File: src/sv/ied_pkg.sv
package ied_pkg;

	localparam int CORE_COUNT = 16;
	localparam int CORE_IDX_W = (CORE_COUNT > 1) ? $clog2(CORE_COUNT) : 1;
	localparam logic [5:0] CORE_LIMIT = 6'(CORE_COUNT);

	typedef logic [CORE_COUNT-1:0] map_t;
	typedef logic [CORE_IDX_W-1:0] idx_t;

	localparam logic [1:0] CMD_NOTIFY = 2'd0;
	localparam logic [1:0] CMD_DROP   = 2'd1;
	localparam logic [1:0] CMD_WAIT   = 2'd2;

	localparam logic [1:0] ST_OK         = 2'd0;
	localparam logic [1:0] ST_BAD_TARGET = 2'd1;
	localparam logic [1:0] ST_SELF       = 2'd2;
	localparam logic [1:0] ST_BLOCK      = 2'd3;

	typedef struct packed {
		logic [1:0] command;
		logic [3:0] requester_core;
		logic [5:0] target_core;
	} req_t;

	typedef struct packed {
		logic [1:0]  status;
		logic        is_dispatch;
		logic [3:0]  source_core;
		logic [15:0] dropped_mask;
		logic        last;
	} rsp_t;

	// Commands from the controller to the datapath.
	typedef struct packed {
		logic req_load;
		logic work_load;
		logic emit_single;
		logic emit_disp;
		logic emit_final;
	} dp_cmd_t;

	// Status from the datapath to the controller.
	typedef struct packed {
		logic [1:0] command;
		logic       req_bad;
		logic       blocked;
		logic       pend_nz;
		logic       out_free;
	} dp_sts_t;

	function automatic idx_t lowest_idx(map_t m);
		idx_t r;
		r = '0;
		for (int i = CORE_COUNT - 1; i >= 0; i--) begin
			if (m[i]) begin
				r = idx_t'(i);
			end
		end
		return r;
	endfunction

	function automatic map_t onehot_of(idx_t i);
		return map_t'(1) << i;
	endfunction

	function automatic logic [3:0] src_field(idx_t i);
		logic [5:0] w;
		w = 6'(i);
		return w[3:0];
	endfunction

	function automatic logic [15:0] drop_field(map_t m);
		logic [31:0] w;
		w = 32'(m);
		return w[15:0];
	endfunction

endpackage

File: src/sv/ied_dp.sv
module ied_dp (
	input  logic             clk,
	input  logic             arst_n,
	input  ied_pkg::req_t    req,
	input  logic             rsp_stall,
	output logic             rsp_valid,
	output ied_pkg::rsp_t    rsp,
	input  ied_pkg::dp_cmd_t cmd,
	output ied_pkg::dp_sts_t sts
);
	import ied_pkg::*;

	req_t req_q;
	map_t pend_q [CORE_COUNT];
	map_t hand_q [CORE_COUNT];
	map_t pend_w_q;
	map_t hand_w_q;
	rsp_t rsp_q;
	logic rsp_valid_q;

	logic [5:0] me_wide;
	idx_t       me_idx;
	idx_t       tgt_idx;
	logic       req_bad;
	logic       tgt_bad;
	logic       tgt_self;
	map_t       pend_me;
	map_t       hand_me;
	idx_t       low_pend;
	idx_t       low_hand;
	logic       out_free;
	logic       do_notify;
	logic       do_drop;
	rsp_t       single;
	rsp_t       rsp_next;

	assign me_wide  = {2'b00, req_q.requester_core};
	assign me_idx   = me_wide[CORE_IDX_W-1:0];
	assign tgt_idx  = req_q.target_core[CORE_IDX_W-1:0];
	assign req_bad  = me_wide >= CORE_LIMIT;
	assign tgt_bad  = req_q.target_core >= CORE_LIMIT;
	assign tgt_self = req_q.target_core == me_wide;
	assign pend_me  = pend_q[me_idx];
	assign hand_me  = hand_q[me_idx];
	assign low_pend = lowest_idx(pend_w_q);
	assign low_hand = lowest_idx(hand_w_q);
	assign out_free = !rsp_valid_q || !rsp_stall;

	assign do_notify = cmd.emit_single && !req_bad && req_q.command == CMD_NOTIFY
		&& !tgt_bad && !tgt_self;
	assign do_drop   = cmd.emit_single && !req_bad && req_q.command == CMD_DROP;

	always_comb begin
		single = '{status: ST_OK, is_dispatch: 1'b0, source_core: 4'd0,
			dropped_mask: 16'd0, last: 1'b1};
		if (req_bad) begin
			single.status = ST_BAD_TARGET;
		end else begin
			case (req_q.command)
				CMD_NOTIFY: begin
					if (tgt_bad) begin
						single.status = ST_BAD_TARGET;
					end else if (tgt_self) begin
						single.status = ST_SELF;
					end
				end
				CMD_DROP: single.dropped_mask = drop_field(pend_me);
				CMD_WAIT: single.status = ST_BLOCK;
				default: ;
			endcase
		end
	end

	always_comb begin
		rsp_next = single;
		if (cmd.emit_disp) begin
			rsp_next = '{status: ST_OK, is_dispatch: 1'b1, source_core: src_field(low_pend),
				dropped_mask: 16'd0, last: 1'b0};
		end else if (cmd.emit_final) begin
			rsp_next = '{status: ST_OK, is_dispatch: 1'b0, source_core: src_field(low_hand),
				dropped_mask: 16'd0, last: 1'b1};
		end
	end

	always_ff @(posedge clk or negedge arst_n) begin
		if (!arst_n) begin
			for (int i = 0; i < CORE_COUNT; i++) begin
				pend_q[i] <= '0;
				hand_q[i] <= '0;
			end
		end else begin
			if (do_notify) begin
				pend_q[tgt_idx] <= pend_q[tgt_idx] | onehot_of(me_idx);
			end else if (do_drop) begin
				pend_q[me_idx] <= '0;
			end else if (cmd.emit_final) begin
				// The walk has moved every pending bit, so the pending map ends empty.
				pend_q[me_idx] <= '0;
				hand_q[me_idx] <= hand_w_q & ~onehot_of(low_hand);
			end
		end
	end

	always_ff @(posedge clk) begin
		if (cmd.req_load) begin
			req_q <= req;
		end
		if (cmd.work_load) begin
			pend_w_q <= pend_me;
			hand_w_q <= hand_me;
		end else if (cmd.emit_disp) begin
			pend_w_q <= pend_w_q & ~onehot_of(low_pend);
			hand_w_q <= hand_w_q | onehot_of(low_pend);
		end
		if (cmd.emit_single || cmd.emit_disp || cmd.emit_final) begin
			rsp_q <= rsp_next;
		end
	end

	always_ff @(posedge clk or negedge arst_n) begin
		if (!arst_n) begin
			rsp_valid_q <= 1'b0;
		end else if (cmd.emit_single || cmd.emit_disp || cmd.emit_final) begin
			rsp_valid_q <= 1'b1;
		end else if (!rsp_stall) begin
			rsp_valid_q <= 1'b0;
		end
	end

	assign rsp_valid = rsp_valid_q;
	assign rsp       = rsp_q;

	assign sts = '{command: req_q.command, req_bad: req_bad, blocked: pend_me == '0 && hand_me == '0,
		pend_nz: pend_w_q != '0, out_free: out_free};

`ifndef NO_ASSERTIONS
	a_emit_free: assert property (@(posedge clk) disable iff (!arst_n)
		(cmd.emit_single || cmd.emit_disp || cmd.emit_final) |-> out_free)
		else $error("result written over one still waiting");
	a_disp_has_bit: assert property (@(posedge clk) disable iff (!arst_n)
		cmd.emit_disp |-> pend_w_q != '0)
		else $error("dispatch with no pending bit");
	a_final_has_bit: assert property (@(posedge clk) disable iff (!arst_n)
		cmd.emit_final |-> (hand_w_q != '0 && pend_w_q == '0))
		else $error("final reply of wait with no handled bit or bits still pending");
	a_last_shape: assert property (@(posedge clk) disable iff (!arst_n)
		rsp_valid_q |-> (rsp_q.last != rsp_q.is_dispatch))
		else $error("dispatch and last flags disagree");
`endif

endmodule

File: src/sv/ied_ctrl.sv
module ied_ctrl (
	input  logic             clk,
	input  logic             arst_n,
	input  logic             req_valid,
	output logic             req_stall,
	input  ied_pkg::dp_sts_t sts,
	output ied_pkg::dp_cmd_t cmd
);
	import ied_pkg::*;

	localparam logic [1:0] S_IDLE = 2'd0;
	localparam logic [1:0] S_EVAL = 2'd1;
	localparam logic [1:0] S_WALK = 2'd2;

	logic [1:0] state_q;
	logic [1:0] state_next;

	assign req_stall = state_q != S_IDLE;

	always_comb begin
		cmd        = '0;
		state_next = state_q;
		case (state_q)
			S_IDLE: begin
				if (req_valid) begin
					cmd.req_load = 1'b1;
					state_next   = S_EVAL;
				end
			end
			S_EVAL: begin
				// A wait with something to do walks the maps; all else is one reply.
				if (sts.command == CMD_WAIT && !sts.req_bad && !sts.blocked) begin
					cmd.work_load = 1'b1;
					state_next    = S_WALK;
				end else if (sts.out_free) begin
					cmd.emit_single = 1'b1;
					state_next      = S_IDLE;
				end
			end
			S_WALK: begin
				if (sts.out_free) begin
					if (sts.pend_nz) begin
						cmd.emit_disp = 1'b1;
					end else begin
						cmd.emit_final = 1'b1;
						state_next     = S_IDLE;
					end
				end
			end
			default: state_next = S_IDLE;
		endcase
	end

	always_ff @(posedge clk or negedge arst_n) begin
		if (!arst_n) begin
			state_q <= S_IDLE;
		end else begin
			state_q <= state_next;
		end
	end

endmodule

File: src/sv/intercore_event_doorbell_unit.sv
// Inter-core event doorbell table: each core has a pending and a handled bitmap indexed by
// sender. A request transaction is taken only when the unit is free, one at a time. Notify,
// drop, a blocked wait and every rejected request give one reply, loaded into the output
// register once that register is free. A wait with n pending senders first fetches the
// requester's maps, then gives one dispatch result per cycle while the result side does not
// stall, and a final reply, paced by the single output register. The request channel is
// held off while a request is in work, but a finished reply may wait in the output register
// while the next request is taken.
module intercore_event_doorbell_unit (
	input  logic          clk,
	input  logic          arst_n,
	input  logic          req_valid,
	output logic          req_stall,
	input  ied_pkg::req_t req,
	output logic          rsp_valid,
	input  logic          rsp_stall,
	output ied_pkg::rsp_t rsp
);
	import ied_pkg::*;

	dp_cmd_t cmd;
	dp_sts_t sts;

	ied_ctrl u_ctrl (
		.clk       (clk),
		.arst_n    (arst_n),
		.req_valid (req_valid),
		.req_stall (req_stall),
		.sts       (sts),
		.cmd       (cmd)
	);

	ied_dp u_dp (
		.clk       (clk),
		.arst_n    (arst_n),
		.req       (req),
		.rsp_stall (rsp_stall),
		.rsp_valid (rsp_valid),
		.rsp       (rsp),
		.cmd       (cmd),
		.sts       (sts)
	);

endmodule

File: config.mk
export PLATFORM = sky130hd
export DESIGN_NAME = intercore_event_doorbell_unit
export DESIGN_NICKNAME = d
export VERILOG_FILES = /design/src/sv/ied_pkg.sv /design/src/sv/ied_dp.sv /design/src/sv/ied_ctrl.sv /design/src/sv/intercore_event_doorbell_unit.sv
export SDC_FILE = /design/constraint.sdc
export NUM_CORES = 1
export LEC_CHECK = 0
export BUFFER_PORTS_ARGS = -buffer_cell sky130_fd_sc_hd__buf_2
export CAP_MARGIN = 20
export CORE_MARGIN = 4
export CORE_UTILIZATION = 30
export DETAILED_ROUTE_END_ITERATION = 6
export SYNTH_ARGS = -nofsm -noshare
export SYNTH_HDL_FRONTEND = slang
export SYNTH_SLANG_ARGS = --single-unit
export TNS_END_PERCENT = 1
File: constraint.sdc
create_clock -name clk -period 5.73 [get_ports clk]
set_input_delay 0.573 -clock clk [delete_from_list [all_inputs] [get_ports clk]]
set_output_delay 0.573 -clock clk [all_outputs]
set_load 0.05 [all_outputs]
Word level (Yosys, flattened, before mapping)
Cells that the tools add are included.
{"block": "totals", "ff_bits": 583, "out_inout_bits": 26, "wordCells": 189, "input_bits": 16}
{"block": "classes", "bitwise_logic": 13, "n_reduce_logical": 32, "n_mux": 80, "n_eq_ne": 10, "n_lt_le_gt_ge": 6, "n_shift": 3}
{"op": "2-to-1 mux 256 bit", "n": 3}
{"op": "bitwise mux 256 bit", "n": 2}
{"op": "AND 256 bit", "n": 1}
{"op": "NOT 256 bit", "n": 1}
{"op": "2-to-1 mux 16 bit", "n": 14}
{"op": "binary-select mux 16 bit (select 4 bit)", "n": 3}
{"op": "demux 16 bit (select 4 bit)", "n": 2}
{"op": "2-to-1 mux 4 bit", "n": 32}
{"op": "<< shifter 1 x 4 -> 16 bit, first input constant", "n": 3}
{"op": "2-to-1 mux 21 bit", "n": 2}
{"op": "AND 16 bit", "n": 2}
{"op": "zero test 16 bit", "n": 2}
{"op": "NOT 16 bit", "n": 2}
{"op": "OR 16 bit", "n": 2}
{"op": "2-to-1 mux 2 bit", "n": 10}
{"op": "nonzero test 16 bit", "n": 1}
{"op": ">= comparator 5 bit, second input constant", "n": 2}
{"op": "logical AND 1 bit", "n": 10}
{"op": "less-than comparator 5 x 1 -> 1 bit, second input constant", "n": 2}
{"op": "2-to-1 mux 1 bit", "n": 10}
{"op": "NOT 4 -> 5 bit", "n": 2}
{"op": "equality test 6 x 4 -> 1 bit", "n": 1}
{"op": ">= comparator 6 x 5 -> 1 bit, second input constant", "n": 1}
{"op": "zero test 1 bit", "n": 6}
{"op": "other kinds (18)", "n": 28}

Logic depth before layout (Yosys ltp)
{"block": "depth", "depth_word": 21, "mapped_depth": 13, "depth_no_buf": 8}

Modules after synthesis
From an unflattened synthesis, not the netlist that was laid out.
{"block": "hier_totals", "hier_cells": 2359, "hier_area_um2": 27561.4}
{"module": "ied_dp", "n_inst": 1, "cells_each": 2344, "area_each_um2": 27412.5, "seq_area_each_um2": 14879.3}
{"module": "ied_ctrl", "n_inst": 1, "cells_each": 15, "area_each_um2": 148.9, "seq_area_each_um2": 50.0}

Least setup slack after synthesis
Ideal clock, no wire load.
{"block": "synth_path", "path_kind": "register -> register", "from": "register u_dp.req_q (netlist bit u_dp.me_idx[0])", "to": "register u_dp.rsp_q (netlist bit u_dp.rsp[0]) (enable)", "synth_period_minus_slack_ps": 4651, "setup_time_ps": 438, "path_buffers": 3, "stages_incl_launch_ff": 11, "t_required_ps": 5292, "t_arrival_ps": 4213, "path_slack_ps": 1079, "cell_sequence": "edfxtp_1 > buf_2 > buf_4 > buf_2 > mux4_2 > a221oi_1 > nand4_1 > nor4_1 > a211o_2 > nand2b_1 > o21ai_0"}
{"block": "synth_between", "elab_chain_len": 12, "elab_cells_between_ends": 19, "cone_classes": "order compare (1); mux (8); bitwise (1); reduce/logical (9)"}
{"element": "start, declared", "line_no": "ied_dp.sv:13", "rtl": "req_t req_q;"}
{"element": "start signal, assigned", "line_no": "ied_dp.sv:106", "rtl": "req_q <= req;"}
{"element": "NOT 4 -> 5 bit (implied by the code)", "line_no": "ied_dp.sv:43, ied_dp.sv:44"}
{"element": "binary-select mux 16 bit (select 4 bit), on equally long branches", "line_no": "ied_dp.sv:43, ied_dp.sv:44"}
{"element": "2-to-1 mux 16 bit, on equally long branches (2 in series)", "line_no": "ied_dp.sv:43, ied_dp.sv:44"}
{"element": "zero test 16 bit", "line_no": "ied_dp.sv:133", "rtl": "assign sts = '{command: req_q.command, req_bad: req_bad, blocked: pend_me == '0 && hand_me == '0,"}
{"element": "logical AND 1 bit", "line_no": "ied_dp.sv:133"}
{"element": "zero test 1 bit", "line_no": "ied_ctrl.sv:32", "rtl": "if (sts.command == CMD_WAIT && !sts.req_bad && !sts.blocked) begin"}
{"element": "logical AND 1 bit (*)", "line_no": "ied_ctrl.sv:32"}
{"element": "2-to-1 mux 1 bit (*)", "line_no": "ied_ctrl.sv:32"}
{"element": "2-to-1 mux 2 bit (*)", "line_no": "ied_ctrl.sv:23", "rtl": "case (state_q)"}
{"element": "logical OR 1 bit (*) (2 in series)", "line_no": "ied_dp.sv:115", "rtl": "if (cmd.emit_single || cmd.emit_disp || cmd.emit_final) begin"}
{"element": "end signal, assigned", "line_no": "ied_dp.sv:116", "rtl": "rsp_q <= rsp_next;"}
{"element": "end, declared", "line_no": "ied_dp.sv:18", "rtl": "rsp_t rsp_q;"}
Mark *: on every way between the ends. The rest lies on a longest branch, timed or not. The select of a mux whose other input is x is not followed.
A chain may end at the register's enable or synchronous reset.

Worst setup path in the final report
{"block": "layout_path", "from": "register u_dp.req_q (netlist bit u_dp.me_idx[1])", "to": "register u_dp.pend_w_q[4] (enable)"}
{"block": "layout_between", "elab_chain_len": 11, "elab_cells_between_ends": 18, "cone_classes": "order compare (1); mux (8); bitwise (1); reduce/logical (8)"}
{"element": "NOT 4 -> 5 bit (implied by the code)", "line_no": "ied_dp.sv:43, ied_dp.sv:44"}
{"element": "binary-select mux 16 bit (select 4 bit), on equally long branches", "line_no": "ied_dp.sv:43, ied_dp.sv:44"}
{"element": "2-to-1 mux 16 bit, on equally long branches (2 in series)", "line_no": "ied_dp.sv:43, ied_dp.sv:44"}
{"element": "zero test 16 bit", "line_no": "ied_dp.sv:133"}
{"element": "logical AND 1 bit", "line_no": "ied_dp.sv:133"}
{"element": "zero test 1 bit", "line_no": "ied_ctrl.sv:32"}
{"element": "logical AND 1 bit (*)", "line_no": "ied_ctrl.sv:32"}
{"element": "2-to-1 mux 1 bit (*)", "line_no": "ied_ctrl.sv:32"}
{"element": "2-to-1 mux 2 bit (*)", "line_no": "ied_ctrl.sv:23"}
{"element": "nonzero test 2 bit (no source line) (*)"}
{"element": "end signal, assigned", "line_no": "ied_dp.sv:109", "rtl": "pend_w_q <= pend_me;"}
{"element": "end signal, assigned", "line_no": "ied_dp.sv:112", "rtl": "pend_w_q <= pend_w_q & ~onehot_of(low_pend);"}
{"element": "end, declared", "line_no": "ied_dp.sv:16", "rtl": "map_t pend_w_q;"}
Marks and branches as above.

==> impl_metrics.xml <==
<?xml version="1.0" encoding="UTF-8"?>
<metrics>
  <group name="run_status">
    <metric name="outcome" unit="">finished with violations</metric>
    <metric name="violations" unit="">negative hold slack</metric>
  </group>
  <group name="routing">
    <metric name="final_antenna_net_count" unit="">0</metric>
    <metric name="routedLengthMet1" unit="µm">36410</metric>
    <metric name="viasPerCell" unit="">5.765</metric>
    <metric name="vias" unit="">20320</metric>
    <metric name="first_pass_iters" unit="">5</metric>
    <metric name="wl_met2" unit="µm">39940</metric>
    <metric name="detail_route.drc_violations" unit="">0</metric>
    <metric name="route.met3.wl" unit="µm">8126</metric>
    <metric name="detailedRoute.firstIterationViolations" unit="">2252</metric>
    <metric name="wl" unit="µm">88110</metric>
    <metric name="wl_per_cell" unit="µm">25.00</metric>
    <metric name="maxUsedRoutingLayer" unit="">met4</metric>
  </group>
  <group name="setup_path">
    <metric name="cp.required" unit="ns">6.09</metric>
    <metric name="setup.reg_to_reg.worst_slack" unit="ns">0.97</metric>
    <metric name="regToRegStartpoint" unit="">u_dp.me_idx[1]</metric>
    <metric name="worst-r2r-cell-count" unit="">10</metric>
    <metric name="category_of_the_critical_setup_timing_path" unit="">reg -&gt; reg</metric>
    <metric name="timing.rr.end" unit="">u_dp.pend_w_q[4]</metric>
    <metric name="arrival" unit="ns">5.11</metric>
    <metric name="crit_path_launch_type" unit="">flop</metric>
    <metric name="startpoint" unit="">u_dp.me_idx[1]</metric>
    <metric name="critical_path.max_fanout" unit="">47</metric>
    <metric name="endpoint_kind" unit="">flop</metric>
  </group>
  <group name="yosys">
    <metric name="number_of_synthesized_flops_with_an_enable_pin" unit="">68</metric>
    <metric name="netlist-cell-type-count" unit="">57</metric>
    <metric name="combined_area_of_all_synthesized_cells" unit="µm²">28170</metric>
    <metric name="postSynthRegisterBits" unit="">583</metric>
    <metric name="yosys-top-cells-area" unit="">sky130_fd_sc_hd__dfrtp_1 46%, sky130_fd_sc_hd__mux4_2 17%, sky130_fd_sc_hd__edfxtp_1 7.2%, sky130_fd_sc_hd__o2bb2ai_1 6.5%, sky130_fd_sc_hd__nand2_1 4.2%</metric>
    <metric name="synth.net_count" unit="">2226</metric>
    <metric name="yosys.cell_count.top_type" unit="">sky130_fd_sc_hd__dfrtp_1</metric>
    <metric name="synth.yosys.seq_area_share" unit="">0.5299</metric>
    <metric name="asyncSetResetFlopFracSynth" unit="">0.8834</metric>
    <metric name="synth-main-ff-cell" unit="">sky130_fd_sc_hd__dfrtp_1</metric>
    <metric name="yosys.area.top_type" unit="">sky130_fd_sc_hd__dfrtp_1</metric>
    <metric name="synth_top_cells_by_count" unit="">515 x sky130_fd_sc_hd__dfrtp_1, 317 x sky130_fd_sc_hd__nand2_1, 210 x sky130_fd_sc_hd__o2bb2ai_1, 208 x sky130_fd_sc_hd__mux4_2, 184 x sky130_fd_sc_hd__o21ai_0</metric>
    <metric name="avgSynthCellArea" unit="µm²">12.75</metric>
    <metric name="synth.top_cell.area_share" unit="">0.4574</metric>
    <metric name="number_of_instances_in_the_synthesized_netlist" unit="">2210</metric>
    <metric name="yosysWarnings" unit="">0</metric>
  </group>
  <group name="final_layout">
    <metric name="fillers" unit="">8996</metric>
    <metric name="multi_input_comb_area" unit="µm²">12410</metric>
    <metric name="finish.net_count" unit="">2237</metric>
    <metric name="seqCellArea" unit="µm²">14930</metric>
    <metric name="post_route_cells_drive_above_1_share" unit="">0.2477</metric>
    <metric name="synth_to_layout_area_growth" unit="%">14.26</metric>
  </group>
  <group name="clocking">
    <metric name="clock_root_buffer" unit="">sky130_fd_sc_hd__clkbuf_16</metric>
    <metric name="htree_num_levels" unit="">2</metric>
    <metric name="worstSkewPairLatency" unit="ns">0.63</metric>
    <metric name="cts-root-to-sink-buffers" unit="">3</metric>
    <metric name="tritoncts.num_buffers" unit="">58</metric>
    <metric name="path_clk_slew" unit="ns">0.07</metric>
    <metric name="cts_hold_buffers" unit="">0</metric>
    <metric name="post_cts_gate_resize_count" unit="">0</metric>
    <metric name="cts_sink_cnt" unit="">583</metric>
    <metric name="tritoncts" unit="">done</metric>
    <metric name="post_cts_buffers" unit="">0</metric>
  </group>
  <group name="place">
    <metric name="globalplace.congestion" unit="">0.8790</metric>
    <metric name="numPortBuffers" unit="">41</metric>
    <metric name="pre_cts_setup_slack" unit="ns">1.046</metric>
    <metric name="estimated_wirelength_of_the_detail_placed_design" unit="µm">54760</metric>
  </group>
  <group name="sta">
    <metric name="fin_worst_skew" unit="ns">0.01339</metric>
    <metric name="worst_slew_pin_tran" unit="ns">1.225</metric>
    <metric name="setup_viol" unit="">0</metric>
    <metric name="whs" unit="ns">-0.003944</metric>
    <metric name="fin_ws" unit="ns">0.9717</metric>
    <metric name="final-max-slew-violation-count" unit="">0</metric>
    <metric name="setup_tns" unit="ns">0</metric>
    <metric name="final.period_utilization" unit="">0.8304</metric>
    <metric name="clock.fmax" unit="MHz">210.2</metric>
    <metric name="grt_setup_unrepaired" unit="">false</metric>
    <metric name="final_hold_viol_count" unit="">3</metric>
    <metric name="worst_slew_margin_rel" unit="">0.1836</metric>
    <metric name="timing.final.crit_period" unit="ns">4.758</metric>
  </group>
  <group name="floorplan">
    <metric name="design.portCount" unit="">42</metric>
    <metric name="placementRows" unit="">112</metric>
    <metric name="initial_cell_density_of_the_core" unit="">0.3023</metric>
    <metric name="floorplan.core_area" unit="µm²">93190</metric>
    <metric name="die_w" unit="µm">314.5</metric>
    <metric name="die-area" unit="µm²">98880</metric>
    <metric name="die-height" unit="µm">314.5</metric>
  </group>
  <group name="power_and_ir_drop">
    <metric name="leakage" unit="µW">0.01310</metric>
    <metric name="worst_ir_drop_vdd" unit="µV">252.3</metric>
    <metric name="power-per-cell-area" unit="nW/µm²">284.9</metric>
    <metric name="post-layout-total-power" unit="µW">9172</metric>
  </group>
  <group name="flow_run">
    <metric name="cap_viol_max_count" unit="">0</metric>
  </group>
  <group name="hold_path">
    <metric name="hold_class" unit="">in -&gt; async</metric>
  </group>
  <group name="global_routing">
    <metric name="initial_antenna_violation_count" unit="">0</metric>
    <metric name="grt_max_degree" unit="">177</metric>
    <metric name="grt_use_total" unit="">0.1753</metric>
    <metric name="grt_pass1_wl" unit="µm">134000</metric>
    <metric name="globalRouteOverflowTotal" unit="">0</metric>
    <metric name="vias_in_the_first_global_route" unit="">20810</metric>
  </group>
</metrics>
power by group:
| group | switching, µW | leakage [µW] | internal, µW |
|---|---|---|---|
| combinational | 506 | 0.00422 | 205 |
| clock | 1680 | 0.00106 | 2490 |
| sequential | 45.9 | 0.00782 | 4240 |
| total | 2240 | 0.0131 | 6940 |
critical path, stage by stage, from the launching register on:
cell                       delay (ns)
sky130_fd_sc_hd__edfxtp_1        0.92
sky130_fd_sc_hd__buf_12          0.37
sky130_fd_sc_hd__mux4_2          0.37
sky130_fd_sc_hd__a22o_1          0.24
sky130_fd_sc_hd__a221oi_1        0.66
sky130_fd_sc_hd__nand4_1         0.24
sky130_fd_sc_hd__nor4_1          0.37
sky130_fd_sc_hd__a211o_2         0.37
sky130_fd_sc_hd__or2_1           0.48
sky130_fd_sc_hd__nand2_1         0.13
sky130_fd_sc_hd__buf_4           0.26
state kept, by name, summed over array words and instances, names as in the netlist:
name / count
u_dp.hand_q: 256
u_dp.sts: 2
u_dp.me_idx: 4
u_dp.rsp: 24
u_dp.req_q: 6
u_dp.hand_w_q: 16
u_dp.pend_w_q: 16
u_ctrl.state_q: 2
u_dp.rsp_valid: 1
u_dp.pend_q: 256
routing by layer:
metal  global-route usage  vias up
met5                    0        -
met4              0.06755        0
met3              0.04266      220
met2               0.2689     1044
met1               0.2409    10560
li1                     -     8494
placed cells by master, fill, tap and decap left out, types with 4 or more instances in the layout:
master                      netlist  routed
sky130_fd_sc_hd__o31ai_1         41      41
sky130_fd_sc_hd__a31oi_1         10       9
sky130_fd_sc_hd__a22o_1          39      39
sky130_fd_sc_hd__buf_4            8      86
sky130_fd_sc_hd__buf_12           0      12
sky130_fd_sc_hd__edfxtp_1        68      68
sky130_fd_sc_hd__buf_2           14      40
sky130_fd_sc_hd__nor3_1          12      12
sky130_fd_sc_hd__clkbuf_8         0      19
sky130_fd_sc_hd__a21boi_0        15      15
sky130_fd_sc_hd__o21bai_1         5       5
sky130_fd_sc_hd__o2bb2ai_1      210     210
sky130_fd_sc_hd__a221oi_1        32      32
sky130_fd_sc_hd__a21oi_1         38      38
sky130_fd_sc_hd__o21ai_0        184     183
sky130_fd_sc_hd__nor4_1           6       6
sky130_fd_sc_hd__inv_1           16      16
sky130_fd_sc_hd__bufinv_16        0       7
sky130_fd_sc_hd__mux2_2          80      80
sky130_fd_sc_hd__mux2i_1         18      18
sky130_fd_sc_hd__clkinv_2         0      13
sky130_fd_sc_hd__clkbuf_1       146       4
sky130_fd_sc_hd__mux4_2         208     208
sky130_fd_sc_hd__nand3_1         20      20
sky130_fd_sc_hd__nand2b_1         9       9
sky130_fd_sc_hd__and2_1          10       9
sky130_fd_sc_hd__nor2b_1         24      22
sky130_fd_sc_hd__dfrtp_1        515     515
sky130_fd_sc_hd__a21o_1           4       4
sky130_fd_sc_hd__o21ai_1          6       6
sky130_fd_sc_hd__nand4_1         11      11
sky130_fd_sc_hd__o221ai_1         8       8
sky130_fd_sc_hd__nor2_2          10      10
sky130_fd_sc_hd__nand2_1        317     317
sky130_fd_sc_hd__nor2_1          61      60
sky130_fd_sc_hd__a211oi_1         7       5
sky130_fd_sc_hd__clkbuf_16        0      61
worst max-delay path by stage:
stage	slack, ns	end	cells past startpoint
after floorplan	1.08	u_dp.rsp[0]	10
after global placement	1.03	u_dp.pend_w_q[7]	11
after detailed placement	1.05	u_dp.pend_w_q[12]	11
after CTS	1.0	u_dp.pend_w_q[7]	10
after global routing	0.71	u_dp.hand_w_q[12]	11
final	0.97	u_dp.pend_w_q[4]	10
cell type report:
class | count | area share
Multi-Input combinational cell | 1421 | 0.3855
Sequential cell | 583 | 0.4638
Antenna cell | 1 | 0.00007774
Clock inverter | 24 | 0.009523
Inverter | 18 | 0.002099
Tap cell | 1254 | 0.04874
Timing Repair Buffer | 139 | 0.03421
Clock buffer | 84 | 0.05601
cell families (layout without fill, tap and decap cells):
logic type	after synthesis	in the layout	synth area share
AOI/OAI and AO/OA	615	615	0.1566
xor gates and xnor gates	4	4	0.001244
buffers and inverters	206	265	0.03113
DFF	583	583	0.5299
muxes	306	306	0.2046
other	0	1	0
and+or+nand+nor	496	496	0.07648
stage by stage:
stage / util / cell area (µm²) / cells
6_report: 0.3454 / 32190 / 3524
5_1_grt: 0.3454 / 32190 / 3523
4_1_cts: 0.3441 / 32070 / 3510
3_5_place_dp: 0.3215 / 29960 / 3402
3_3_place_gp: 0.3213 / 29950 / 3400
2_1_floorplan: - / 28170 / 2210
Power figures use the tool's default switching activity.
